**config.mk**
```make
export PLATFORM = sky130hd
export DESIGN_NAME = rgb_to_hls_pixel_converter_flat
export DESIGN_NICKNAME = d
export VERILOG_FILES = /design/src/rth_pkg.sv /design/src/rth_if.sv /design/src/rth_prep.sv /design/src/rth_div.sv /design/src/rth_out.sv /design/src/rgb_to_hls_pixel_converter.sv /design/src/flat_wrapper.sv
export SDC_FILE = /design/constraint.sdc
export NUM_CORES = 2
export LEC_CHECK = 0
export ABC_AREA = 1
export ABC_CLOCK_PERIOD_IN_PS = 22100
export BUFFER_PORTS_ARGS = -buffer_cell sky130_fd_sc_hd__buf_2
export CELL_PAD_IN_SITES_DETAIL_PLACEMENT = 0
export CELL_PAD_IN_SITES_GLOBAL_PLACEMENT = 1
export CORE_ASPECT_RATIO = 0.5
export CORE_MARGIN = 2
export CORE_UTILIZATION = 45
export DETAILED_ROUTE_END_ITERATION = 12
export PLACE_DENSITY_LB_ADDON = 0.12
export SLEW_MARGIN = 25
export SYNTH_ARGS = -nofsm -noshare
export SYNTH_HDL_FRONTEND = slang
export SYNTH_SLANG_ARGS = --single-unit
```
**constraint.sdc**
```tcl
create_clock -name clock -period 22.1 [get_ports clock]
set_input_delay 2.21 -clock clock [delete_from_list [all_inputs] [get_ports clock]]
set_output_delay 2.21 -clock clock [all_outputs]
set_load 0.02 [all_outputs]
```
**src/rth_pkg.sv**
```systemverilog
`timescale 1ns / 1ps
// Package for the RGB to HLS pixel converter: field widths, fixed-point
// formats, the item types passed between stages and the divider step.
// Depends on nothing; every other file of the block imports it.

package rth_pkg;

   // Fixed-point formats of the results.
   localparam int unsigned FRAC_BITS     = 16;
   localparam int unsigned HUE_FRAC_BITS = 6;

   // Field widths.
   localparam int unsigned CH_W  = 8;
   localparam int unsigned HUE_W = 15;
   localparam int unsigned LS_W  = 17;

   // Intermediate widths: channel sum, divisor, hue term and hue numerator.
   localparam int unsigned SUM_W = CH_W + 1;
   localparam int unsigned DEN_W = CH_W + 1;
   localparam int unsigned T_W   = CH_W + 3;
   localparam int unsigned NUM_W = 17;

   // The full range of max plus min, and its half.
   localparam logic [DEN_W-1:0] LIGHT_DEN = DEN_W'(510);
   localparam logic [SUM_W-1:0] HALF_SUM  = SUM_W'(255);

   // Lightness rounded to nearest is (s * 2^(FRAC_BITS-1) + 127) / 255 rounded
   // down. The division by 255 is a multiply by its reciprocal scaled up by
   // 2^(LM_W+8) and rounded up, which is exact for every LM_W-bit dividend.
   localparam int unsigned LM_W     = SUM_W + FRAC_BITS - 1;
   localparam int unsigned RECIP_SH = LM_W + 8;
   localparam int unsigned RECIP_W  = LM_W + 1;
   localparam int unsigned LP_W     = LM_W + RECIP_W;
   localparam logic [RECIP_W-1:0] LIGHT_RECIP =
      RECIP_W'(((64'd1 << RECIP_SH) / 64'd255) + 64'd1);
   localparam logic [LM_W-1:0]    LIGHT_BIAS  = LM_W'(127);

   // Dividend widths. One extra fraction bit is kept for rounding.
   localparam int unsigned LS_DIV_W  = SUM_W + FRAC_BITS + 1;
   localparam int unsigned HUE_DIV_W = NUM_W + HUE_FRAC_BITS + 1;
   localparam int unsigned DIV_W     = (LS_DIV_W > HUE_DIV_W) ? LS_DIV_W : HUE_DIV_W;

   // Quotient widths: ratios up to 1 for saturation, up to 360 for hue, each
   // with one rounding bit below the result.
   localparam int unsigned LS_QW  = FRAC_BITS + 2;
   localparam int unsigned HUE_QW = HUE_FRAC_BITS + 10;
   localparam int unsigned QW     = (LS_QW > HUE_QW) ? LS_QW : HUE_QW;

   // Width of the shifted divisor in a trial subtraction.
   localparam int unsigned SH_W = DIV_W + DEN_W;

   // Channel that holds the maximum; red wins ties, then green.
   typedef enum logic [1:0] {
      MAX_RED,
      MAX_GREEN,
      MAX_BLUE
   } max_sel_type;

   // One division in flight: partial remainder, divisor and quotient so far.
   typedef struct packed {
      logic [DIV_W-1:0] rem;
      logic [DEN_W-1:0] den;
      logic [QW-1:0]    quo;
   } div_lane_type;

   // An item inside the divider: two divisions, the finished lightness and
   // the grey flag.
   typedef struct packed {
      div_lane_type    hue;
      div_lane_type    sat;
      logic [LS_W-1:0] light;
      logic            grey;
   } div_item_type;

   // One restoring division step that decides quotient bit bit_idx.
   function automatic div_lane_type div_step(input div_lane_type lane,
                                             input int unsigned  bit_idx);
      div_lane_type    res;
      logic [SH_W-1:0] trial;
      logic [SH_W-1:0] part;
      res   = lane;
      trial = SH_W'(lane.den) << bit_idx;
      part  = SH_W'(lane.rem);
      if (part >= trial) begin
         res.rem = lane.rem - trial[DIV_W-1:0];
         res.quo = lane.quo | (QW'(1) << bit_idx);
      end
      return res;
   endfunction

endpackage

```
**src/rth_if.sv**
```systemverilog
`timescale 1ns / 1ps
// Channel interfaces of the RGB to HLS pixel converter: the pixel request
// channel and the HLS response channel. Depends on rth_pkg.

interface rth_req_if;
   import rth_pkg::*;

   logic            valid;
   logic            ready;
   logic [CH_W-1:0] red;
   logic [CH_W-1:0] green;
   logic [CH_W-1:0] blue;

   modport source (output valid, output red, output green, output blue, input ready);
   modport sink   (input valid, input red, input green, input blue, output ready);
endinterface

interface rth_rsp_if;
   import rth_pkg::*;

   logic             valid;
   logic             ready;
   logic [HUE_W-1:0] hue_deg;
   logic [LS_W-1:0]  lightness;
   logic [LS_W-1:0]  saturation;

   modport source (output valid, output hue_deg, output lightness, output saturation,
                   input ready);
   modport sink   (input valid, input hue_deg, input lightness, input saturation,
                   output ready);
endinterface

```
**src/rth_prep.sv**
```systemverilog
`timescale 1ns / 1ps
// Front end of the converter: three stages that find max and min, form the
// hue numerator with its wrap, work out the lightness and set up the hue and
// saturation divisions. Uses rth_pkg.

module rth_prep (
   input  logic                 clock,
   input  logic                 reset,
   rth_req_if.sink              req_ch,
   output rth_pkg::div_item_type out_data,
   output logic                 out_valid,
   input  logic                 out_ready
);
   import rth_pkg::*;

   typedef struct packed {
      logic [CH_W-1:0]  d;
      logic [SUM_W-1:0] s;
      logic [T_W-1:0]   t;
   } st1_type;

   typedef struct packed {
      logic [CH_W-1:0]  d;
      logic [LS_W-1:0]  light;
      logic [DEN_W-1:0] sat_den;
      logic [NUM_W-1:0] num;
      logic [NUM_W-1:0] d360;
   } st2_type;

   st1_type      s1_ff, s1_in;
   st2_type      s2_ff, s2_in;
   div_item_type s3_ff, s3_in;
   logic         v1_ff, v2_ff, v3_ff;
   logic         adv1, adv2, adv3;

   // A stage moves when it is empty or its successor moves.
   assign adv3         = !v3_ff || out_ready;
   assign adv2         = !v2_ff || adv3;
   assign adv1         = !v1_ff || adv2;
   assign req_ch.ready = adv1;
   assign out_valid    = v3_ff;
   assign out_data     = s3_ff;

   // Stage one: largest and smallest channel, range, sum and the hue term.
   always_comb begin
      logic [CH_W-1:0] mx;
      logic [CH_W-1:0] mn;
      logic [CH_W-1:0] d;
      max_sel_type     sel;
      mx = req_ch.red;
      mn = req_ch.red;
      if (req_ch.green > mx) mx = req_ch.green;
      if (req_ch.blue > mx)  mx = req_ch.blue;
      if (req_ch.green < mn) mn = req_ch.green;
      if (req_ch.blue < mn)  mn = req_ch.blue;
      d = mx - mn;
      if (req_ch.red == mx) begin
         sel = MAX_RED;
      end else if (req_ch.green == mx) begin
         sel = MAX_GREEN;
      end else begin
         sel = MAX_BLUE;
      end
      s1_in.d = d;
      s1_in.s = SUM_W'(mx) + SUM_W'(mn);
      // The term is never negative, so modular arithmetic gives it exactly.
      case (sel)
         MAX_RED: begin
            s1_in.t = (T_W'(d) << 2) + (T_W'(d) << 1) + T_W'(req_ch.green)
                      - T_W'(req_ch.blue);
         end
         MAX_GREEN: begin
            s1_in.t = (T_W'(d) << 1) + T_W'(req_ch.blue) - T_W'(req_ch.red);
         end
         MAX_BLUE: begin
            s1_in.t = (T_W'(d) << 2) + T_W'(req_ch.red) - T_W'(req_ch.green);
         end
         default: begin
            s1_in.t = '0;
         end
      endcase
   end

   // Stage two: scale the term by 60, form 360 times the range, pick the
   // saturation divisor from the side of one half that the lightness is on,
   // and divide the sum by 510 through the reciprocal of 255.
   always_comb begin
      logic [LM_W-1:0] light_num;
      logic [LP_W-1:0] light_prod;
      light_num     = (LM_W'(s1_ff.s) << (FRAC_BITS - 1)) + LIGHT_BIAS;
      light_prod    = LP_W'(light_num) * LP_W'(LIGHT_RECIP);
      s2_in.d       = s1_ff.d;
      s2_in.light   = LS_W'(light_prod >> RECIP_SH);
      s2_in.num     = (NUM_W'(s1_ff.t) << 6) - (NUM_W'(s1_ff.t) << 2);
      s2_in.d360    = (NUM_W'(s1_ff.d) << 8) + (NUM_W'(s1_ff.d) << 6)
                      + (NUM_W'(s1_ff.d) << 5) + (NUM_W'(s1_ff.d) << 3);
      s2_in.sat_den = (s1_ff.s <= HALF_SUM) ? DEN_W'(s1_ff.s) : (LIGHT_DEN - DEN_W'(s1_ff.s));
   end

   // Stage three: wrap hues above 360 and load the two dividends.
   always_comb begin
      logic [NUM_W-1:0] wrapped;
      wrapped = (s2_ff.num > s2_ff.d360) ? (s2_ff.num - s2_ff.d360) : s2_ff.num;
      s3_in.hue.rem   = DIV_W'(wrapped) << (HUE_FRAC_BITS + 1);
      s3_in.hue.den   = DEN_W'(s2_ff.d);
      s3_in.hue.quo   = '0;
      s3_in.sat.rem   = DIV_W'(s2_ff.d) << (FRAC_BITS + 1);
      s3_in.sat.den   = s2_ff.sat_den;
      s3_in.sat.quo   = '0;
      s3_in.light     = s2_ff.light;
      s3_in.grey      = (s2_ff.d == '0);
   end

   // Valid bits.
   always_ff @(posedge clock) begin
      if (reset) begin
         v1_ff <= 1'b0;
         v2_ff <= 1'b0;
         v3_ff <= 1'b0;
      end else begin
         if (adv1) v1_ff <= req_ch.valid;
         if (adv2) v2_ff <= v1_ff;
         if (adv3) v3_ff <= v2_ff;
      end
   end

   // Payload registers.
   always_ff @(posedge clock) begin
      if (adv1) s1_ff <= s1_in;
      if (adv2) s2_ff <= s2_in;
      if (adv3) s3_ff <= s3_in;
   end

endmodule

```
**src/rth_div.sv**
```systemverilog
`timescale 1ns / 1ps
// Pipelined restoring divider of the converter: one stage per quotient bit,
// hue and saturation divided side by side, lightness carried along. Uses rth_pkg.

module rth_div (
   input  logic                  clock,
   input  logic                  reset,
   input  rth_pkg::div_item_type in_data,
   input  logic                  in_valid,
   output logic                  in_ready,
   output rth_pkg::div_item_type out_data,
   output logic                  out_valid,
   input  logic                  out_ready
);
   import rth_pkg::*;

   div_item_type stage_ff [QW];
   logic         valid_ff [QW];
   logic         adv      [QW];

   assign in_ready  = adv[0];
   assign out_data  = stage_ff[QW-1];
   assign out_valid = valid_ff[QW-1];

   for (genvar i = 0; i < QW; i++) begin : g_stage
      div_item_type src;
      div_item_type stage_in;
      logic         src_valid;

      // Each stage takes the item of the stage before it.
      if (i == 0) begin : g_first
         assign src       = in_data;
         assign src_valid = in_valid;
      end else begin : g_next
         assign src       = stage_ff[i-1];
         assign src_valid = valid_ff[i-1];
      end

      // A stage moves when it is empty or its successor moves.
      if (i == QW - 1) begin : g_last
         assign adv[i] = !valid_ff[i] || out_ready;
      end else begin : g_mid
         assign adv[i] = !valid_ff[i] || adv[i+1];
      end

      // Decide one quotient bit, most significant first, in both lanes.
      always_comb begin
         stage_in     = src;
         stage_in.hue = div_step(src.hue, QW - 1 - i);
         stage_in.sat = div_step(src.sat, QW - 1 - i);
      end

      always_ff @(posedge clock) begin
         if (reset) begin
            valid_ff[i] <= 1'b0;
         end else if (adv[i]) begin
            valid_ff[i] <= src_valid;
         end
      end

      always_ff @(posedge clock) begin
         if (adv[i]) stage_ff[i] <= stage_in;
      end
   end

endmodule

```
**src/rth_out.sv**
```systemverilog
`timescale 1ns / 1ps
// Output stage of the converter: rounds the quotients to nearest, clears hue
// and saturation of grey pixels and holds the result item. Uses rth_pkg.

module rth_out (
   input  logic                  clock,
   input  logic                  reset,
   input  rth_pkg::div_item_type in_data,
   input  logic                  in_valid,
   output logic                  in_ready,
   rth_rsp_if.source             rsp_ch
);
   import rth_pkg::*;

   logic             valid_ff;
   logic [HUE_W-1:0] hue_ff, hue_in;
   logic [LS_W-1:0]  light_ff, light_in;
   logic [LS_W-1:0]  sat_ff, sat_in;

   // The quotient carries one extra bit; add a half and drop it.
   function automatic logic [QW-1:0] round_half(input logic [QW-1:0] q);
      logic [QW:0] sum;
      sum = {1'b0, q} + (QW + 1)'(1);
      return sum[QW:1];
   endfunction

   assign in_ready = !valid_ff || rsp_ch.ready;

   // Rounding and the grey-pixel rule; the lightness arrives already rounded.
   always_comb begin
      hue_in   = in_data.grey ? '0 : HUE_W'(round_half(in_data.hue.quo));
      sat_in   = in_data.grey ? '0 : LS_W'(round_half(in_data.sat.quo));
      light_in = in_data.light;
   end

   always_ff @(posedge clock) begin
      if (reset) begin
         valid_ff <= 1'b0;
      end else if (in_ready) begin
         valid_ff <= in_valid;
      end
   end

   always_ff @(posedge clock) begin
      if (in_ready) begin
         hue_ff   <= hue_in;
         light_ff <= light_in;
         sat_ff   <= sat_in;
      end
   end

   assign rsp_ch.valid      = valid_ff;
   assign rsp_ch.hue_deg    = hue_ff;
   assign rsp_ch.lightness  = light_ff;
   assign rsp_ch.saturation = sat_ff;

endmodule

```
**src/rgb_to_hls_pixel_converter.sv**
```systemverilog
`timescale 1ns / 1ps
// Top level of the RGB to HLS pixel converter: front end, pipelined divider
// and output stage. Depends on rth_pkg, rth_if, rth_prep, rth_div and rth_out.
//
//   Channel   Direction  Payload                                Handshake
//   req_ch    in         red, green, blue (8 bits each)         valid / ready
//   rsp_ch    out        hue_deg (15), lightness (17),          valid / ready
//                        saturation (17)
//
// One pixel is accepted every clock cycle while the output is not stalled;
// each pixel passes in order through three front-end stages, one divider
// stage for each of the 18 quotient bits and one output register.
// Reset is synchronous and clears only the valid bits.
// A stalled output halts only the full stages behind it: empty stages keep
// filling, so items are still accepted while a result waits to be taken and a stage is empty.

module rgb_to_hls_pixel_converter (
   input logic       clock,
   input logic       reset,
   rth_req_if.sink   req_ch,
   rth_rsp_if.source rsp_ch
);
   import rth_pkg::*;

   div_item_type prep_data;
   logic         prep_valid;
   logic         prep_ready;
   div_item_type div_data;
   logic         div_valid;
   logic         div_ready;

   // Max, min, hue numerator, lightness and divider set-up.
   rth_prep u_prep (
      .clock     (clock),
      .reset     (reset),
      .req_ch    (req_ch),
      .out_data  (prep_data),
      .out_valid (prep_valid),
      .out_ready (prep_ready)
   );

   // Hue and saturation divisions, one quotient bit per stage.
   rth_div u_div (
      .clock     (clock),
      .reset     (reset),
      .in_data   (prep_data),
      .in_valid  (prep_valid),
      .in_ready  (prep_ready),
      .out_data  (div_data),
      .out_valid (div_valid),
      .out_ready (div_ready)
   );

   // Rounding and the result register.
   rth_out u_out (
      .clock    (clock),
      .reset    (reset),
      .in_data  (div_data),
      .in_valid (div_valid),
      .in_ready (div_ready),
      .rsp_ch   (rsp_ch)
   );

endmodule
```
**src/flat_wrapper.sv**
```systemverilog
// flat-port wrapper written by rule: the top's interface ports become plain ports
module rgb_to_hls_pixel_converter_flat import rth_pkg::*;
  (clock, reset, req_ch_valid, req_ch_red, req_ch_green, req_ch_blue, req_ch_ready, rsp_ch_valid, rsp_ch_hue_deg, rsp_ch_lightness, rsp_ch_saturation, rsp_ch_ready);
  rth_req_if req_ch_i ();
  rth_rsp_if rsp_ch_i ();
  input logic clock;
  input logic reset;
  input wire logic [$bits(req_ch_i.valid)-1:0] req_ch_valid;
  input wire logic [$bits(req_ch_i.red)-1:0] req_ch_red;
  input wire logic [$bits(req_ch_i.green)-1:0] req_ch_green;
  input wire logic [$bits(req_ch_i.blue)-1:0] req_ch_blue;
  output wire logic [$bits(req_ch_i.ready)-1:0] req_ch_ready;
  output wire logic [$bits(rsp_ch_i.valid)-1:0] rsp_ch_valid;
  output wire logic [$bits(rsp_ch_i.hue_deg)-1:0] rsp_ch_hue_deg;
  output wire logic [$bits(rsp_ch_i.lightness)-1:0] rsp_ch_lightness;
  output wire logic [$bits(rsp_ch_i.saturation)-1:0] rsp_ch_saturation;
  input wire logic [$bits(rsp_ch_i.ready)-1:0] rsp_ch_ready;
  assign req_ch_i.valid = req_ch_valid;
  assign req_ch_i.red = req_ch_red;
  assign req_ch_i.green = req_ch_green;
  assign req_ch_i.blue = req_ch_blue;
  assign req_ch_ready = req_ch_i.ready;
  assign rsp_ch_valid = rsp_ch_i.valid;
  assign rsp_ch_hue_deg = rsp_ch_i.hue_deg;
  assign rsp_ch_lightness = rsp_ch_i.lightness;
  assign rsp_ch_saturation = rsp_ch_i.saturation;
  assign rsp_ch_i.ready = rsp_ch_ready;
  rgb_to_hls_pixel_converter u_core (.clock(clock), .reset(reset), .req_ch(req_ch_i), .rsp_ch(rsp_ch_i));
endmodule
```
Word level (Yosys, flattened, before mapping)
Memory sizes are Yosys's and may differ from the RTL's.
Index checks and enable logic that the tools add are counted.
- register bits after elaboration: 201
- memory bits (writable): 2250
- bits of input ports: 28
- output and inout bits: 51
- logic and storage cells: 360
- memories: 2
- add/sub/neg operators: 54
- multiply operators: 1
- magnitude comparators: 42
- equality and inequality tests: 4
- muxes and demuxes: 173
- bitwise logic cells: 18
- reductions and logical operators: 46
- memory list (memory ; words ; bits a word ; rd ports ; clocked after memory_dff ; write ports ; RTL line ; source):
    u_core.u_div.stage_ff ; 18 ; 124 ; 18 ; 0 ; 18 ; rth_div.sv:17 ; div_item_type stage_ff [QW];
    u_core.u_div.valid_ff ; 18 ; 1 ; 18 ; 0 ; 18 ; rth_div.sv:18 ; logic valid_ff [QW];
- operators with widths (kind ; count):
    2-to-1 mux 26 bit ; 36
    2-to-1 mux 1 bit ; 94
    greater-or-equal comparator 26 x 10 -> 1 bit ; 2
    greater-or-equal comparator 26 x 11 -> 1 bit ; 2
    greater-or-equal comparator 26 x 12 -> 1 bit ; 2
    greater-or-equal comparator 26 x 13 -> 1 bit ; 2
    greater-or-equal comparator 26 x 14 -> 1 bit ; 2
    greater-or-equal comparator 26 x 15 -> 1 bit ; 2
    greater-or-equal comparator 26 x 16 -> 1 bit ; 2
    greater-or-equal comparator 26 x 17 -> 1 bit ; 2
    greater-or-equal comparator 26 x 18 -> 1 bit ; 2
    greater-or-equal comparator 26 x 19 -> 1 bit ; 2
    greater-or-equal comparator 26 x 20 -> 1 bit ; 2
    greater-or-equal comparator 26 x 21 -> 1 bit ; 2
    greater-or-equal comparator 26 x 22 -> 1 bit ; 2
    greater-or-equal comparator 26 x 23 -> 1 bit ; 2
    greater-or-equal comparator 26 x 24 -> 1 bit ; 2
    greater-or-equal comparator 26 x 25 -> 1 bit ; 2
    greater-or-equal comparator 26 x 9 -> 1 bit ; 2
    subtractor 26 x 10 -> 26 bit ; 2
    subtractor 26 x 11 -> 26 bit ; 2
    subtractor 26 x 12 -> 26 bit ; 2
    subtractor 26 x 13 -> 26 bit ; 2
    subtractor 26 x 14 -> 26 bit ; 2
    other kinds (64) ; 164

Logic depth before layout (Yosys ltp)
- word-level depth: 24
- depth in mapped cells: 45
- gate-level depth less buffers: 45

Hierarchy
From an unflattened synthesis, not the netlist that was laid out.
- cells, all modules: 9174
- area total of the unflattened synthesis: 111679.6 sq um
- by module, submodules not included (module ; instances ; cells an instance ; area each (sq um) ; seq. area each (sq um)):
    rth_div ; 1 ; 7537 ; 96540.1 ; 67564.8
    rth_prep ; 1 ; 1397 ; 12718.4 ; 4144.0
    rth_out ; 1 ; 240 ; 2421.1 ; 1491.4

Worst setup path after synthesis
Ideal clock, no wire load.
- path kind: input-to-output
- start: input rsp_ch_ready
- end: output req_ch_ready
- arrival time: 9.413 ns
- data required time: 19.890 ns
- slack: 10.477 ns
- stages: 12
- path buffers: 0
- path through: inv_1 > nand3_2 > nor2_4 > nand4_4 > nor2_4 > nand4_4 > nor2_4 > nand4_4 > nor2_4 > nand4_4 > nor2_4 > nand4_2
- RTL lines (what ; RTL line ; source):
    start, declared ; flat_wrapper.sv:17 ; input wire logic [$bits(rsp_ch_i.ready)-1:0] rsp_ch_ready;
    end, declared ; flat_wrapper.sv:12 ; output wire logic [$bits(req_ch_i.ready)-1:0] req_ch_ready;

==> results.yml <==
logic_synthesis:
  synthTopCellsByArea: "edfxtp_1 63%, ha_1 7.1%, nand2_1 4.6%, inv_1 4.5%, xor2_1 3.3%"
  ys_ff_latch: 1724
  syn_avg_cell_area_um2: 11.78
  synth_area_leader_cell: "edfxtp_1"
  synthArstFlopShare: 0
  ys.flop_type: "edfxtp_1"
  syn-cell-area_um2: 82410
  ys_types: 73
  yosysSeqAreaShare: 0.6277
  syn_nets: 7570
  synth_cells: 6993
  synth_edf_count: 1720
  yosys.area.top_type_share: 0.6268
  yosys_warnings: 0
worst_hold_path:
  hold_class: "flip-flop to flip-flop"
cts:
  cts_setup_buffers: 0
  ctsResizeCount: 0
  worstSkewPairLatency_ps: 810
  cts-root-buf: "clkbuf_16"
  cts_hold_buf: 0
  cts_sinks: 1724
  cts_buffers: 168
  cts_buffer_depth: 4
  cts_tree: "done"
  h-tree-depth: 4
  clk_pin_slew_ps: 60
timing:
  period_needed_ps: 9406
  hold_viol_final: 0
  fmax_mhz: 106.3
  finClkSkew_ps: 50.92
  tightestPinTransition_ps: 987.8
  finalSetupTns_ps: 0
  report.final.slew_viol_count: 0
  rsz0062_at_grt: "false"
  fin_crit_sh: 0.4256
  relSlewSlack: 0.3415
  finalSetupViolations: 0
setup_path:
  cp_top_family: "adder cells"
  cp.required_ps: 22650
  slowest_stage: "fa_1"
  worstSetupStartpointType: "primary input"
  end_kind: "flip-flop"
  path_max_fanout: 25
  arrival_ps: 9960
  critical-path-max-stage-delay_ps: 690
  critPathBufInv: 7
  worstSetupPathType: "primary input to flip-flop"
place:
  port_buffers: 78
  dp_cells: 9458
  post-dp-hpwl_mm: 113.4
  gp_congestion: 0.8431
  place_area_um2: 85860
global_routing:
  grt_use_total: 0.1619
  grt_pass1_wl_mm: 246.9
  grt_max_degree: 85
  grt_pass1_vias: 49375
  grt-ovfl-total: 0
  grt_antenna_before_repair: 0
die:
  fp.dieW_um: 609.2
  dieArea_um2: 186800
  start_util: 0.4557
  row_count: 110
  die_h_um: 306.6
  io_pins: 79
  core_um2: 180800
routing:
  wl_per_cell_um: 15.44
  drc: 0
  detail-route-antenna-nets: 0
  routed_wirelength_mm: 150.6
  first_pass_iters: 6
  drt_iter0_drc: 2720
  vias_per_cell: 4.917
  vias: 47932
finish:
  synthToLayoutAreaGrowth_pct: 10.70
  n_fill_cell: 15544
  fin_nets: 7798
  design_area_um2: 91220
  fin_cells: 9748
  drive_gt1_frac: 0.06049
  antenna_cells: 0
run_status:
  status: "finished clean"
job:
  maxCapViolations: 0
==> synthesized netlist by cell type (all sizes together), types with 4 or more instances <==
| cell type | n |
|---|---|
| xnor2 | 215 |
| fa | 79 |
| o2111ai | 9 |
| a211oi | 15 |
| nor2 | 603 |
| and2 | 6 |
| a21boi | 9 |
| buf | 14 |
| clkbuf | 39 |
| o21a | 5 |
| a31oi | 24 |
| inv | 995 |
| nand2 | 1021 |
| or2 | 25 |
| a221oi | 4 |
| ha | 470 |
| dfxtp | 4 |
| nand3b | 11 |
| edfxtp | 1720 |
| o21bai | 24 |
| o211ai | 10 |
| nor3b | 7 |
| xor2 | 309 |
| o21ai | 428 |
| nor4 | 40 |
| a21o | 9 |
| nand4 | 80 |
| o31ai | 14 |
| nor3 | 137 |
| a21oi | 366 |
| nand3 | 271 |
==> path summary, 6_finish.rpt <==
| check | from | endpoint | slack, ps | cells past startpoint |
|---|---|---|---|---|
| max | req_ch_green[3] | u_core.u_prep.s1_ff[10] | 12690 | 37 |
| min | u_core.u_div.stage_ff[8][82] | u_core.u_div.stage_ff[9][82] | 390 | 0 |
| max reg2reg | u_core.u_div.valid_ff[17] | u_core.u_div.stage_ff[2][108] | 17170 | 15 |
| min reg2reg | u_core.u_div.stage_ff[8][82] | u_core.u_div.stage_ff[9][82] | 390 | 0 |
==> stage by stage <==
stage	utilization	worst slack [ps]	hold WS, ps
floorplan	-	10480	400.3
global placement	0.4748	11770	400.8
detailed placement	0.4748	11830	404.5
CTS	0.5042	12730	393.6
global route	0.5044	12020	394.3
finish	0.5044	12690	394.4
==> kinds of logic (layout without fill, tap and decap cells) <==
logic type | after synthesis | in the layout | synth area share
buf+inv | 1051 | 1398 | 0.04837
fa+ha+maj | 549 | 549 | 0.09055
simple gates | 2209 | 2209 | 0.1157
other cells | 1 | 1 | 0.00004551
compound gates | 935 | 935 | 0.06189
flops | 1724 | 1724 | 0.6277
xor+xnor | 524 | 524 | 0.05569
==> flip-flops by register name (all words and copies together), names as in the netlist, named ones only <==
name,cells
u_core.u_out.rsp_ch.lightness,17
u_core.u_div.stage_ff,1516
u_core.u_prep.v1_ff,1
u_core.u_prep.v2_ff,1
u_core.u_prep.out_valid,1
u_core.u_out.rsp_ch.hue_deg,15
u_core.u_out.rsp_ch.valid,1
u_core.u_prep.s1_ff,27
u_core.u_prep.out_data,49
u_core.u_prep.s2_ff,60
u_core.u_out.rsp_ch.saturation,17
u_core.u_div.valid_ff,18
==> area by class of cell <==
type                    instances  area (um^2)  share of cell area
multi-input cells            4218        26740              0.2931
flip-flops and latches       1724        51730              0.5671
clock inverters                95        980.9             0.01075
repair buffers                111        661.9            0.007256
well taps                    2408         3013             0.03303
inverters                     998         3754             0.04115
clock buffers                 194         4344             0.04762
==> layer usage <==
metal  vias to the layer above  track usage  routed length, um
li1                      24598            -                  -
met1                     22417       0.2007              67120
met2                       626       0.2863              73550
met3                       291      0.02382               4289
met4                         0      0.06271               5600
met5                         -            0                  0
==> layout by cell type (no fill, tap or decap), types with 134 or more instances in the layout <==
master     count
edfxtp_1    1720
xor2_1       309
nand3_1      265
inv_1        979
nand2_1     1002
a21oi_1      364
clkbuf_16    170
ha_1         470
xnor2_1      215
nor2_1       581
nor3_1       134
o21ai_0      409
Power is left out: the tool's default activity adds up to more than one toggle a clock period on the data nets, which glitch-free logic cannot reach.
